## config.mk

```make
export PLATFORM = sky130hd
export DESIGN_NAME = qau_mult
export DESIGN_NICKNAME = d
export VERILOG_FILES = /design/src/design/qau_pkg.sv /design/src/design/qau_mult.sv
export SDC_FILE = /design/constraint.sdc
export NUM_CORES = 2
export LEC_CHECK = 0
export CAP_MARGIN = 20
export CELL_PAD_IN_SITES_DETAIL_PLACEMENT = 0
export CELL_PAD_IN_SITES_GLOBAL_PLACEMENT = 2
export CORE_ASPECT_RATIO = 0.7
export CORE_MARGIN = 1
export CORE_UTILIZATION = 44
export CTS_CLUSTER_SIZE = 14
export DETAILED_ROUTE_END_ITERATION = 10
export DONT_BUFFER_PORTS = 1
export GPL_TIMING_DRIVEN = 1
export PLACE_DENSITY = 0.83
export SETUP_SLACK_MARGIN = 0.02
export SLEW_MARGIN = 15
export SYNTH_ARGS = -nofsm -noshare
export SYNTH_HDL_FRONTEND = slang
export SYNTH_SLANG_ARGS = --single-unit
export TNS_END_PERCENT = 5
```

## constraint.sdc

```tcl
create_clock -name aclk -period 8.04 [get_ports aclk]
set_input_delay 1.608 -clock aclk [delete_from_list [all_inputs] [get_ports aclk]]
set_output_delay 1.608 -clock aclk [all_outputs]
set_load 0.01 [all_outputs]
```

## src/design/qau_pkg.sv

```systemverilog
// ---------------------------------------------------------------------------
// qau_pkg: shared definitions for the quaternion arithmetic unit
// Operation codes, default widths, the pipeline enable bundle and the sign
// pattern of the Hamilton product.
// ---------------------------------------------------------------------------
package qau_pkg;

    localparam int FRAC_BITS_DEF  = 16;
    localparam int COMP_WIDTH_DEF = 32;
    localparam int NUM_COMP       = 4;

    typedef enum logic [2:0] {
        FUNC_ADD  = 3'd0,
        FUNC_SUB  = 3'd1,
        FUNC_MUL  = 3'd2,
        FUNC_CONJ = 3'd3,
        FUNC_VMUL = 3'd4
    } qau_func_t;

    // Load enables of the four register stages, derived from the valid bits.
    typedef struct packed {
        logic en1;
        logic en2;
        logic en3;
        logic en4;
    } qau_pipe_en_t;

    // Component c of A*B sums the products a[k]*b[c^k]; bit k set means that
    // product is subtracted.
    localparam logic [3:0] PROD_NEG [NUM_COMP] = '{4'b1110, 4'b1000, 4'b0010, 4'b0100};

endpackage

```

## src/design/qau_mult.sv

```systemverilog
// ---------------------------------------------------------------------------
// qau_mult: two-stage signed multiplier with fraction shift
// The operands are split into halves; the four partial products are
// registered, then recombined and shifted right arithmetically.
// ---------------------------------------------------------------------------
module qau_mult #(
    parameter int W    = qau_pkg::COMP_WIDTH_DEF,
    parameter int FRAC = qau_pkg::FRAC_BITS_DEF
) (
    input  logic                  aclk,
    input  qau_pkg::qau_pipe_en_t en,
    input  logic signed [W-1:0]   a,
    input  logic signed [W-1:0]   b,
    output logic signed [2*W-1:0] p
);
    import qau_pkg::*;

    localparam int LO_W = W / 2;
    localparam int HI_W = W - LO_W;
    localparam int PW   = 2 * W;

    logic signed [LO_W:0]          a_lo, b_lo;
    logic signed [HI_W-1:0]        a_hi, b_hi;
    logic signed [2*LO_W+1:0]      ll_next, ll_reg;
    logic signed [HI_W+LO_W:0]     hl_next, hl_reg, lh_next, lh_reg;
    logic signed [2*HI_W-1:0]      hh_next, hh_reg;
    logic signed [PW-1:0]          full;
    logic signed [PW-1:0]          p_next, p_reg;

    // Low halves are unsigned, so they get a zero sign bit.
    assign a_lo = $signed({1'b0, a[LO_W-1:0]});
    assign b_lo = $signed({1'b0, b[LO_W-1:0]});
    assign a_hi = a[W-1:LO_W];
    assign b_hi = b[W-1:LO_W];

    assign ll_next = a_lo * b_lo;
    assign hl_next = a_hi * b_lo;
    assign lh_next = a_lo * b_hi;
    assign hh_next = a_hi * b_hi;

    always_ff @(posedge aclk) begin
        if (en.en1) begin
            ll_reg <= ll_next;
            hl_reg <= hl_next;
            lh_reg <= lh_next;
            hh_reg <= hh_next;
        end
    end

    // The true product fits in PW bits, so wrap-around in the terms is harmless.
    assign full = (PW'(hh_reg) <<< (2 * LO_W)) + (PW'(hl_reg) <<< LO_W)
                + (PW'(lh_reg) <<< LO_W) + PW'(ll_reg);
    assign p_next = full >>> FRAC;

    always_ff @(posedge aclk) begin
        if (en.en2) begin
            p_reg <= p_next;
        end
    end

    assign p = p_reg;

endmodule

```

# ---- Yosys cells after proc, flatten, opt, wreduce, memory -nomap -nowiden
# Index checks and enable logic that the tools add are counted.
dict set report classes {
  reduce_logical 0
  n_lt_le_gt_ge 0
  div_mod_pow 0
  n_bitwise 0
  muxes 0
  multipliers 4
  addsub 3
  n_shift 0
  n_eq_ne 0
}
# cell n
set op_table {}
lappend op_table {{adder 64 x 49 -> 64 bit} 2}
lappend op_table {{adder 64 x 33 -> 64 bit} 1}
lappend op_table {{multiplier 16 x 16 -> 32 bit} 2}
lappend op_table {{multiplier 16 x 17 -> 33 bit} 1}
lappend op_table {{multiplier 17 x 16 -> 33 bit} 1}
dict set report totals {
  regBits 178
  out_inout_bits 64
  rom_bits 0
  inputBits 69
  latchBits 0
  ramBits 0
  wordCells 12
  n_memories 0
}

# ---- Logic depth before layout (Yosys ltp)
dict set report depth {
  word_depth 3
  mapped_depth 25
  ltp_nobuf 24
}

# ---- Least setup slack after synthesis
# OpenSTA, ideal clock, no wires.
dict set report synth_path {
  path_type {input -> register}
  from {input port a[17]}
  to {register hl_reg[30] (data pin)}
  n_path_buf 1
  required_time_ps 7777
  setup_time_ps 263
  stages 22
  t_arrival_ps 7275
  slack_ps 502
  cell_sequence {clkbuf_1 > nand2_1 > fa_1 > fa_1 > inv_1 > fa_1 > fa_1 > fa_1 > inv_1 > fa_1 > inv_1 > ha_1 > nand4_1 > nor3_1 > nor3b_1 > nand3_1 > o211ai_2 > a311o_1 > a21oi_1 > or4b_2 > a31oi_1 > o21ai_0}
}
dict set report synth_via {
  elab_chain_len 1
}
# element line_no
set synth_rtl {}
lappend synth_rtl {{start: declaration} qau_mult.sv:12} ;# input logic signed [W-1:0] a,
lappend synth_rtl {{multiplier 16 x 17 -> 33 bit} qau_mult.sv:37} ;# assign hl_next = a_hi * b_lo;
lappend synth_rtl {{net hl_next[30]} qau_mult.sv:25} ;# logic signed [HI_W+LO_W:0] hl_next, hl_reg, lh_next, lh_reg;
lappend synth_rtl {{end signal: assignment} qau_mult.sv:44} ;# hl_reg <= hl_next;
lappend synth_rtl {{end: declaration} qau_mult.sv:25}
# The timed path passes the listed nets, and every way through them passes these cells.
# A chain may end at the register's enable or synchronous reset.

# ---- Final worst setup path
dict set report layout_path {
  from {input port b[13]}
  to {register hl_reg[30] (data pin)}
}
dict set report layout_via {
  elab_chain_len 1
}
# element line_no
set layout_rtl {}
lappend layout_rtl {{start: declaration} qau_mult.sv:13} ;# input logic signed [W-1:0] b,
lappend layout_rtl {{multiplier 16 x 17 -> 33 bit} qau_mult.sv:37}
lappend layout_rtl {{net hl_next[30]} qau_mult.sv:25}
# The timed path passes the listed nets, and every way through them passes these cells.

==> metrics <==
CP Capture Type flip-flop; Starting Density 0.448; Syn Area/Cell 9.58 µm²; Final Max Tran Viols 0; Synthesis Warnings 0; status finished, final reports clean; CTS clk-pin slew, worst paths 0.08 ns; max reg flops 48; Worst-Skew Late Latency 0.51 ns; Netlist cell types 77; Detailed Route Iter0 Violations 1725; unrepaired setup endpoints after global routing false; post-route ant nets 0; normalized max-slew margin 0.496; CTS Sinks 162; minimum clock period 7.43 ns; worst hold path class reg -> reg; filler instances 9347; Post-synth EDFFs 162; Total Routed Length 116000 µm; global-route usage over all layers 0.243; Die Ht 265 µm; DR WL/cell 20.4 µm; area leader, netlist fa_1; gpl congestion 0.854; Synth Flop Type edfxtp_1; Setup Buffers After CTS 0; Max Fclk 135 MHz; crit path buf inv count 4; CP max stage cell or4b_2; DRC 0; setup TNS 0 ns; area occupied by multi-input gates 33900 µm²; post-CTS sizing 0; CTS max path bufs 2; Core Box Area 96800 µm²; asr flop ratio synth 0; Mapped Nets 5960; std cell rows 95; Least-Margin Pin Slew 0.746 ns; Synth Cell Area 43400 µm²; Layout area overhead 3.74%; Yosys reg bits 162; CTS Buf Count 17; final period utilization 0.924; Final nets 5792; crit-path cells and2_1 -> fa_1 -> inv_1 -> fa_1 -> fa_1 -> inv_1 -> fa_1 -> fa_1 -> inv_1 -> fa_1 -> inv_1 -> ha_1 -> nand4_1 -> nor3_1 -> nor3b_1 -> nand3_1 -> o211ai_2 -> a311o_1 -> a21oi_1 -> or4b_2 -> a31oi_1 -> o21ai_0; I/O pin cnt 133; max-cap violation count 0; share of cells above drive strength 1 0.0190; Diodes inserted 0; DR vias 29100; Pre-antenna DRT Iters 5; dominant cells by area after synthesis fa_1, ha_1, edfxtp_1, inv_1, and2_1; Post-Syn Instances 4526; startpoint types input pin; routed vias/inst 5.12; sequential share of the synthesized area 0.112; CTS tree done; vias in the first global route 30900; CP Max Fanout 32; post-synth top area share 0.411; global-route wire length before repair 183000 µm; critical path required time 8.30 ns; initial antenna violation count 5; worst clock skew 0.0207 ns; CP delay by family, top adder cells; H-tree levels 4; Post-CTS Hold Fix Bufs 0; grt ovf 0; Final setup viols 0; clk root buf clkbuf_16; largest net degree at the start of global routing 115; Die ar. 99900 µm²; PortBufs 0; max incr delay on CP 0.65 ns; endpoints failing hold 0; Register Area 4860 µm²; Setup CP Type in -> reg; DPL Wire Length 87700 µm; CP most frequent cell fa_1; Die X 377 µm; crit path DAT 7.68 ns
-- routing by layer --
layer,part of all wire,global-route usage
met4,0.013,0.0430
met1,0.50,0.372
met2,0.40,0.342
met3,0.084,0.0689
met5,0,0
-- logic make-up after synthesis --
| logic type | count (synthesis) | synth area share |
|---|---|---|
| buffers and inverters | 1202 | 0.105 |
| XOR/XNOR | 152 | 0.0307 |
| flip-flops | 162 | 0.112 |
| AO/OA/AOI/OAI | 380 | 0.0583 |
| AND/OR/NAND/NOR | 1265 | 0.146 |
| adder cells (fa/ha/maj) | 1365 | 0.548 |
-- final timing paths --
kind	start	cells after the start	endpoint	slack, ns
hold reg to reg	lh_reg[1]	2	p[1]	0.73
hold / removal	lh_reg[1]	2	p[1]	0.73
setup / recovery	b[13]	22	hl_reg[30]	0.61
setup reg to reg	ll_reg[21]	11	p[46]	3.32
-- stage by stage --
stage,utilization,setup slack [ns],instances,instance area [µm²],hold WS (ns)
finish,0.465,0.614,5680,45000,0.729
global route,0.465,0.216,5680,45000,0.753
CTS,0.465,0.668,5679,45000,0.744
detailed placement,0.459,0.116,5647,44400,0.733
global placement,0.459,0.147,5647,44400,0.731
floorplan,-,0.502,4526,43400,0.680
-- area by class of cell --
| class | count | area share |
|---|---|---|
| flip-flops and latches | 162 | 0.108 |
| inverters | 985 | 0.0822 |
| clock inverters | 15 | 0.00414 |
| well taps | 1309 | 0.0364 |
| multi-input cells | 3162 | 0.754 |
| clock buffers | 17 | 0.00945 |
| repair buffers | 30 | 0.00545 |
-- cells in the mapped netlist, types with 34 or more instances --
library cell  number
inv_1            984
xnor2_1          112
o21ai_0           45
fa_1             891
a21oi_1          118
clkbuf_1         200
nor2_1            86
a21o_1            74
nand2b_1          34
ha_1             474
nand2_1          544
edfxtp_1         162
and2_1           493
xor2_1            40
-- placed cells by master (no fill, tap or decap), types with 5 or more instances in the layout --
cell,n
nand2b_1,34
inv_1,984
nand4_1,18
a21oi_1,118
nand3_1,20
xnor2_1,112
edfxtp_1,162
nor2b_1,12
o21ai_0,45
o21bai_1,21
nor3_1,22
ha_1,474
buf_4,28
a21o_1,74
o21a_1,18
xor2_1,40
and2_1,493
o211ai_1,11
and3_1,10
a31oi_1,17
a211oi_1,8
fa_1,891
clkbuf_16,17
o31ai_1,7
nor2_1,86
a211o_1,5
nand2_1,544
-- tightest hold or removal path, stage by stage (launching register included) --
cell and delay [ns]:
edfxtp_1 0.34, fa_1 0.16, ha_1 0.13
Power is not shown: default switching activity piles up to over one toggle a cycle in this logic, so the estimate is an artifact.
