--- src/design/qau_pkg.sv ---
// ---------------------------------------------------------------------------
// qau_pkg: shared definitions for the quaternion arithmetic unit
// Operation codes, default widths, the pipeline enable bundle and the sign
// pattern of the Hamilton product.
// ---------------------------------------------------------------------------
package qau_pkg;

    localparam int FRAC_BITS_DEF  = 16;
    localparam int COMP_WIDTH_DEF = 32;
    localparam int NUM_COMP       = 4;

    typedef enum logic [2:0] {
        FUNC_ADD  = 3'd0,
        FUNC_SUB  = 3'd1,
        FUNC_MUL  = 3'd2,
        FUNC_CONJ = 3'd3,
        FUNC_VMUL = 3'd4
    } qau_func_t;

    // Load enables of the four register stages, derived from the valid bits.
    typedef struct packed {
        logic en1;
        logic en2;
        logic en3;
        logic en4;
    } qau_pipe_en_t;

    // Component c of A*B sums the products a[k]*b[c^k]; bit k set means that
    // product is subtracted.
    localparam logic [3:0] PROD_NEG [NUM_COMP] = '{4'b1110, 4'b1000, 4'b0010, 4'b0100};

endpackage

--- src/design/qau_accum.sv ---
// ---------------------------------------------------------------------------
// qau_accum: signed four-term sum with saturation
// Adds four signed terms in two registered stages and clamps the total to
// the component range; the second register is the output register.
// ---------------------------------------------------------------------------
module qau_accum #(
    parameter int W = qau_pkg::COMP_WIDTH_DEF
) (
    input  logic                  aclk,
    input  qau_pkg::qau_pipe_en_t en,
    input  logic signed [2*W-1:0] term [qau_pkg::NUM_COMP],
    input  logic [3:0]            neg,
    output logic signed [W-1:0]   r
);
    import qau_pkg::*;

    localparam int TW = 2 * W;
    localparam int PW = TW + 2;
    localparam int SW = TW + 3;
    localparam logic signed [SW-1:0] SAT_MAX = SW'((64'sd1 <<< (W - 1)) - 64'sd1);
    localparam logic signed [SW-1:0] SAT_MIN = -SAT_MAX - SW'(1);

    logic signed [PW-1:0] ext [NUM_COMP];
    logic signed [PW-1:0] pair_next [2];
    logic signed [PW-1:0] pair_reg [2];
    logic signed [SW-1:0] total;
    logic signed [W-1:0]  r_next, r_reg;

    always_comb begin
        for (int k = 0; k < NUM_COMP; k++) begin
            ext[k] = neg[k] ? -PW'(term[k]) : PW'(term[k]);
        end
        pair_next[0] = ext[0] + ext[1];
        pair_next[1] = ext[2] + ext[3];
    end

    always_ff @(posedge aclk) begin
        if (en.en3) begin
            pair_reg[0] <= pair_next[0];
            pair_reg[1] <= pair_next[1];
        end
    end

    assign total = SW'(pair_reg[0]) + SW'(pair_reg[1]);

    always_comb begin
        if (total > SAT_MAX) begin
            r_next = SAT_MAX[W-1:0];
        end else if (total < SAT_MIN) begin
            r_next = SAT_MIN[W-1:0];
        end else begin
            r_next = total[W-1:0];
        end
    end

    always_ff @(posedge aclk) begin
        if (en.en4) begin
            r_reg <= r_next;
        end
    end

    assign r = r_reg;

endmodule

--- config.mk ---
export PLATFORM = sky130hd
export DESIGN_NAME = qau_accum
export DESIGN_NICKNAME = d
export VERILOG_FILES = /design/src/design/qau_pkg.sv /design/src/design/qau_accum.sv
export SDC_FILE = /design/constraint.sdc
export NUM_CORES = 1
export LEC_CHECK = 0
export BUFFER_PORTS_ARGS = -buffer_cell sky130_fd_sc_hd__buf_4
export CAP_MARGIN = 0
export CELL_PAD_IN_SITES_DETAIL_PLACEMENT = 0
export CELL_PAD_IN_SITES_GLOBAL_PLACEMENT = 1
export CORE_UTILIZATION = 45
export CTS_BUF_LIST = sky130_fd_sc_hd__clkbuf_16
export DETAILED_ROUTE_END_ITERATION = 10
export HOLD_SLACK_MARGIN = 0.12
export PLACE_DENSITY = 0.91
export SYNTH_ARGS = -nofsm -noshare
export SYNTH_HDL_FRONTEND = slang
export SYNTH_SLANG_ARGS = --single-unit
--- constraint.sdc ---
create_clock -name aclk -period 8.4 [get_ports aclk]
set_clock_uncertainty 0.1 [all_clocks]
set_input_delay 0 -clock aclk [delete_from_list [all_inputs] [get_ports aclk]]
set_output_delay 0 -clock aclk [all_outputs]
set_load 0.005 [all_outputs]
# Word-level counts from Yosys, hierarchy flattened
# Memory sizes are Yosys's and may differ from the RTL's.
# Index checks and enable logic that the tools add are counted.
# totals
mem_count	1
ramBits	132
regBits	32
elab_cells	18
output_inout_bits	32
input_bits	265
# classes
order_cmp	2
add_sub_neg	7
muxes	7
# memory_table
memory	depth	width	read_ports	rd_clocked_by_memory_dff	wr	line_no	rtl
pair_reg	2	66	2	0	2	qau_accum.sv:25	logic signed [PW-1:0] pair_reg [2];
# ops
operator	n
two-way mux 66 bit	4
negation 64 -> 66 bit	4
adder 66 bit	2
adder 66 x 66 -> 67 bit	1
greater-than comparator 67 x 32 -> 1 bit, second input constant	1
< comparator 67 x 32 -> 1 bit, second input constant	1
two-way mux 32 bit	1
two-way mux 1 bit	2

# Longest topological paths before layout
# Gate-level depths: netlist of run 1.
# logic_depth
ltp_word	3
mapped_depth	27
ltp_nobuf	26

# Least setup slack after synthesis of run 1
# No wires, ideal clock.
# synth_path
path_kind	input-to-reg
from	input port term[133] (netlist bit)
to	memory pair_reg[0][62] (netlist bit), data pin
arrival_time_ns	5.935
path_stages	23
t_required_ns	8.042
setup_ns	0.258
n_path_buf	0
slack_ns	2.107
path_cell_list	or4_4 > or4_4 > or3_4 > or3_4 > or4_4 > or3_4 > or4_4 > o41a_1 > xor2_1 > ha_1 > a21o_1 > a21oi_1 > o21bai_1 > a21o_1 > a21o_1 > a21oi_1 > nor2_1 > or4_1 > a21oi_1 > o31a_1 > o41ai_1 > a21oi_1 > xnor2_1
# synth_lines
item	line_no	rtl
start, declared	qau_accum.sv:11	input logic signed [2*W-1:0] term [qau_pkg::NUM_COMP],
end, declared	qau_accum.sv:25	

==> parameters.txt, run 1 <==
Parameter                              Value

Timing
  Remaining max-slew budget at the tightest pin ... 0.308
  Final count of negative-setup-slack endpoints ... 0
  Fin. max-slew vios ... 0
  Worst setup margin ... 1.41 ns
  Maximum operating frequency ... around 140 MHz
  Setup Total Neg Slack ... 0 ns
  Transition time at the pin with the least slew margin ... 1.01 ns
  Final hold violation count ... 0
  Minimum period implied by the final worst setup slack ... between 6 and 7 ns
  Final cycle utilization of the critical path ... 0.832
  Setup repair after global routing missed its margin ... false

Cells and area
  Final core utilization ... 0.533
  Area growth from synthesis to final layout ... 16.7%
  Ratio of cells with drive above 1 in the final layout ... 0.132
  Design Area, Final ... 0.0248 mm²
  Nets ... 3256
  Flip-flop count of the largest register after layout ... approximately 130

Floorplanning
  Core outline area ... 0.0466 mm²
  Vert. Die Dim ... approximately 220 µm
  Cell Rows ... 79
  Overall die area ... a little under 0.05 mm²
  Initial core utilization ... 0.457
  Die extent in x ... 219 µm
  I/O pin cnt ... between 200 and 300

Place
  Detailed Place HPWL ... approximately 53 mm
  Post-Place Cell Area ... approximately 0.024 mm²
  GP Congestion ... 0.970
  Worst setup timing slack at the placement stage ... 1.40 ns
  Number of buffers added on ports ... 294

Synth
  Most frequently used cell type in the post-synthesis netlist ... xnor2_1
  EDFF count, synth ... 164
  Sequential-to-total area share from yosys stat ... 0.232
  Syn Std Cell Area ... 0.0213 mm²
  Total of warnings raised by yosys ... 0
  Count of different cell masters after synthesis ... 72
  Post-Synthesis Cells ... 2539
  Register bit count reported by yosys ... roughly 160
  Synth top cells by count ... 352 x xnor2_1, 214 x a21oi_1, 205 x o21ai_0
  Synthesized area per cell ... around 8.4 µm²
  Top post-synthesis cells by area ... edfxtp_1 23%, xnor2_1 15%, ha_1 12%
  Post-synth net total ... 3007
  Fraction of synthesized cell area taken by the top area cell type ... 0.232
  Proportion of synthesized flip-flops having asynchronous set or reset ... 0
  Most frequently used flop master after synthesis ... edfxtp_1
  Post-synthesis cell type with the largest combined area ... edfxtp_1

Detailed routing
  DR WL/cell ... about 19 µm
  DRC ... 0
  First-pass DRT Iterations ... 5
  Initial detailed-routing violation count ... 1456
  Detail Route Antenna Nets ... 0
  Vias per Instance ... 5.94
  Via count ... 20300
  Final Routed Wirelength ... 63.3 mm

Global routing
  Number of global-route vias before repair ... 18600
  Aggregate global routing overflow ... 0
  Number of antenna violations at the first check in global routing ... 23
  First-pass GRT wire length ... 98.4 mm
  Pin count of the biggest net entering global routing ... 86
  Global-route usage over all layers ... 0.257

Pwr
  Cell area power density ... 241 mW/mm²
  Leakage power ... 9.84 nW
  Highest ir drop seen on vdd ... 143 µV
  Total power after layout ... approximately 6.0 mW

Setup path
  Master of the slowest instance on the critical path ... a2111oi_0
  Endpoint type of the worst setup path ... register
  CP Max Fanout ... 8
  WP data required ... 8.49 ns
  Data arrival time of the critical path ... 7.08 ns
  Critical Path Max Stage Delay ... 0.92 ns
  Type of the setup path with the least slack ... in2reg
  Most frequent CP cell ... a21o_1
  Startpoint Class ... primary input

Clock network
  Quantity of hold-fixing buffers added after cts ... 26
  Root Driver ... clkbuf_16
  CTS buffer count ... 17
  Number of setup buffers added after CTS ... 0
  H-tree depth ... 4
  Largest buffer count on any clock path ... 2
  Insertion delay to the later sink of the worst-skew pair ... about 0.44 ns
  Clock transition at path regs ... 0.07 ns
  Number of cells upsized or downsized after cts ... 0
  Number of sinks handled by clock tree synthesis ... 164
  CTS tree ... built

Worst hold path
  Min-Delay Path Class ... in2reg

Job
  Max capacitance violation total ... 0

Outcome
  Result of the run ... finished, final reports clean
-- path summary, 6_finish.rpt --
kind | cells past startpoint | slack [ns] | from | to
min reg2reg | 2 | 0.61 | pair_reg[0][66] | r[0]
min | 5 | 0.13 | term[127] | pair_reg[0][130]
max | 26 | 1.41 | term[66] | pair_reg[0][128]
max reg2reg | 14 | 2.40 | pair_reg[0][1] | r[0]
-- cells in the final DEF, fill, tap and decap left out, drive strengths merged, types with 13 or more instances in the layout --
cell type	n
a31oi	14
nand2b	41
nor3	36
nand4	49
o21bai	28
o31ai	84
edfxtp	164
xor2	65
nor2	121
nand3	47
clkbuf	17
o211ai	16
dlygate4sd3	26
xnor2	353
o41ai	39
buf	297
a21oi	214
o21ai	208
or2	21
inv	65
nor4	13
o21a	26
a21o	159
and3	22
nand2	192
nor2b	20
a211oi	30
ha	200
or3	56
or4	51
and2	13
-- worst max-delay path, delay by kind of cell --
family                     cells  cell delay (ns)
AOI/OAI and AO/OA             13             3.09
and+or+nand+nor                7             2.12
buffers and inverters          3             1.26
adders and majority gates      1             0.35
xor gates and xnor gates       2             0.25
-- through the flow --
stage | instances | hold slack (ns)
finish | 3420 | 0.133
global route | 3416 | 0.154
CTS | 3408 | 0.120
detailed placement | 3350 | 0.221
global placement | 3350 | 0.226
floorplan | 2539 | 0.0125
-- where the power goes --
part,total [mW],internal (mW),switching (mW)
logic,3.82,1.57,2.26
registers,1.37,1.27,0.107
clock network,0.780,0.429,0.351
-- cells by family (layout without fill, tap and decap cells) --
group           Yosys count  count (layout)  synth area share
other cells               0              12                 0
flops                   164             164             0.232
buf+inv                 150             412            0.0268
fa+ha+maj               203             203             0.121
compound gates          889             889             0.271
xor+xnor                418             418             0.173
mux                       3               3           0.00147
simple gates            712             712             0.176
-- per-layer routing --
layer / up-vias / global-route usage / routed length, µm
met5: - / 0 / 144
met4: 22 / 0.0836 / 1710
met3: 108 / 0.0414 / 3730
met2: 586 / 0.395 / 27600
met1: 9488 / 0.364 / 30100
li1: 10100 / - / -
-- final cells by class --
type | instances | area (µm²)
clock buffers | 17 | 425
clock inverters | 15 | 186
well taps | 607 | 759
flip-flops and latches | 164 | 4920
fillers | 4319 | 21800
repair buffers | 323 | 2490
multi-input cells | 2225 | 15800
diodes | 12 | 30.0
inverters | 57 | 214
No activity file was read; power rests on OpenSTA's default activity.
==> inputs of run 2 (changes only) <==
Settings changed: CORE_UTILIZATION 45 to 41, PLACE_DENSITY 0.91 to 0.88.
Clock period 8.4 ns to 6 ns, I/O delays scaled along.
==> run 2 against run 1 <==
The flow now finishes with violations (setup timing). Sequential cell count unchanged. Via count is 3.2% higher. Utilization down 1.9 points. Sequential share of layout area is 1.2 points lower. Clock power up 40%. Global-route usage fell by 0.99 points. Power increased by 45%. Register-to-register slack got worse by 1.6 ns. Cell area up 6.3%. Final cell count grew 7.0%. Non-clock buffer count increased by 176.
==> parameters.txt, run 2 (same netlist as run 1, synthesis figures left out) <==
Parameter                              Value

Cells and area
  Nets ... 3432
  Area growth from synthesis to final layout ... 24.0%
  Area used by multi-input combinational logic ... 0.0159 mm²
  Flip-flop count of the largest register after layout ... 132
  Most common library cell in the layout ignoring fill and taps ... buf_4
  Final core utilization ... 0.514
  Commonest non-fill, non-tap cells in the layout ... 468 x buf_4, 352 x xnor2_1, 206 x a21oi_1
  Ratio of cells with drive above 1 in the final layout ... 0.193
  Design Area, Final ... around 0.026 mm²
  Count of filler cells inserted in the layout ... 4803
  Area taken by flip-flops and latches ... 0.00492 mm²

Detailed routing
  DRC ... 0
  Vias per Instance ... 5.73
  Initial detailed-routing violation count ... 1449
  Via count ... 21000
  DR WL/cell ... 18.3 µm
  Detail Route Antenna Nets ... 0
  First-pass DRT Iterations ... 6
  Final Routed Wirelength ... 67.1 mm

Timing
  Worst setup margin ... -0.0638 ns
  Final count of negative-setup-slack endpoints ... 2
  Setup Total Neg Slack ... -0.100 ns
  Transition time at the pin with the least slew margin ... 0.943 ns
  Remaining max-slew budget at the tightest pin ... 0.372
  Fin. max-slew vios ... 0
  Setup repair after global routing missed its margin ... true
  Maximum operating frequency ... 165 MHz
  Minimum period implied by the final worst setup slack ... 6.06 ns
  Final hold violation count ... 0
  Final cycle utilization of the critical path ... 1.01

Clock network
  CTS tree ... built
  H-tree depth ... 4
  Clock transition at path regs ... 0.07 ns
  Largest buffer count on any clock path ... 2
  Number of sinks handled by clock tree synthesis ... 164
  Root Driver ... clkbuf_16
  CTS buffer count ... 17
  Insertion delay to the later sink of the worst-skew pair ... 0.45 ns

Global routing
  Aggregate global routing overflow ... 0
  Number of global-route vias before repair ... 19800
  Pin count of the biggest net entering global routing ... 78
  Global-route usage over all layers ... 0.247
  First-pass GRT wire length ... 105 mm
  Number of antenna violations at the first check in global routing ... 4

Worst hold path
  Min-Delay Path Class ... in2reg
  Number of instances on the worst hold path ... 4

Floorplanning
  Die extent in x ... 230 µm
  Initial core utilization ... 0.414
  Vert. Die Dim ... between 200 and 250 µm
  Cell Rows ... 83
  I/O pin cnt ... 297
  Core outline area ... around 0.05 mm²
  Overall die area ... 0.0528 mm²

Place
  Worst setup timing slack at the placement stage ... -0.562 ns
  Post-Place Cell Area ... approximately 0.025 mm²
  Number of buffers added on ports ... roughly 290
  Detailed Place HPWL ... 56.7 mm
  GP Congestion ... 0.938

Outcome
  Result of the run ... complete, but fails checks
  Failing checks ... setup timing

Setup path
  Type of the setup path with the least slack ... in2reg
  Startpoint Class ... primary input
  CP Max Fanout ... 3
  Endpoint type of the worst setup path ... register
  WP data required ... 6.18 ns
  Data arrival time of the critical path ... 6.25 ns
  Path depth of the worst reg2reg path ... 16

Pwr
  Cell area power density ... 328 mW/mm²
  Highest ir drop seen on vdd ... 248 µV
  Leakage power ... roughly 11 nW

Job
  Max capacitance violation total ... 0
-- run 2: cell count changes in the layout (fill, tap and decap cells not counted), sizes merged --
| cell | previous run | this run |
|---|---|---|
| bufinv | 1 | 0 |
| dlygate4sd3 | 26 | 28 |
| diode | 12 | 3 |
| clkinv | 5 | 6 |
| buf | 297 | 471 |
-- run 2: layer usage --
| layer | wire, µm | GRT usage | vias up |
|---|---|---|---|
| met2 | 30900 | 0.409 | 582 |
| li1 | - | - | 10400 |
| met5 | 24 | 0 | - |
| met4 | 969 | 0.0531 | 4 |
| met1 | 31900 | 0.343 | 9866 |
| met3 | 3350 | 0.0298 | 65 |
-- run 2: path summary, 6_finish.rpt --
kind,startpoint,endpoint,slack [ns]
worst max register to register,pair_reg[0][0],r[22],0.77
worst max-delay path,term[133],pair_reg[0][59],-0.06
worst min register to register,pair_reg[0][66],r[0],0.56
worst min-delay path,term[6],pair_reg[0][72],0.13
-- run 2: layout make-up --
cell class / count / area share
antenna: 3 / 0.000285
clock buffer: 17 / 0.0161
clock inverter: 15 / 0.00684
inverter: 57 / 0.00812
multi-input combinational: 2225 / 0.604
sequential: 164 / 0.187
tap: 680 / 0.0323
timing repair buffer: 499 / 0.145
-- run 2: critical path, stage by stage --
cell and delay, ns:
buf_6 0.09, or4_4 0.54, or4_4 0.50, or3_4 0.35, or3_4 0.35, or4_4 0.50, or3_4 0.39, or4_4 0.49
o41a_1 0.36, buf_4 0.14, buf_4 0.12, buf_4 0.13, a21oi_1 0.15, xnor2_1 0.09, ha_1 0.22, a2111o_1 0.39
a311oi_1 0.26, a21o_1 0.19, o211a_1 0.20, nor2b_1 0.17, o21ai_2 0.10, a2111oi_2 0.31, a41oi_1 0.08, o2111ai_1 0.13
-- run 2: repair_timing --
item | 4_1_cts | 5_1_grt
hold buffers | 28 | 0
setup buffers | 6 | 3
endpoints found under the hold margin | 106 | 0
gates cloned | 0 | 0
resized for setup | 7 | 28
setup endpoints to repair | 2 | 15
pin swaps | 7 | 16
-- run 2: where the power goes --
part	internal, mW	switching, mW
combinational	2.38	3.25
sequential	1.78	0.159
clock	0.565	0.522
total	4.72	3.93
-- run 2: per-stage QoR --
step	std cells	power, mW	hold slack (ns)
2_1_floorplan	2539	5.62	0.0125
3_3_place_gp	3588	7.33	0.221
3_5_place_dp	3588	7.40	0.236
4_1_cts	3654	8.56	0.121
5_1_grt	3658	9.28	0.145
6_report	3660	8.65	0.127
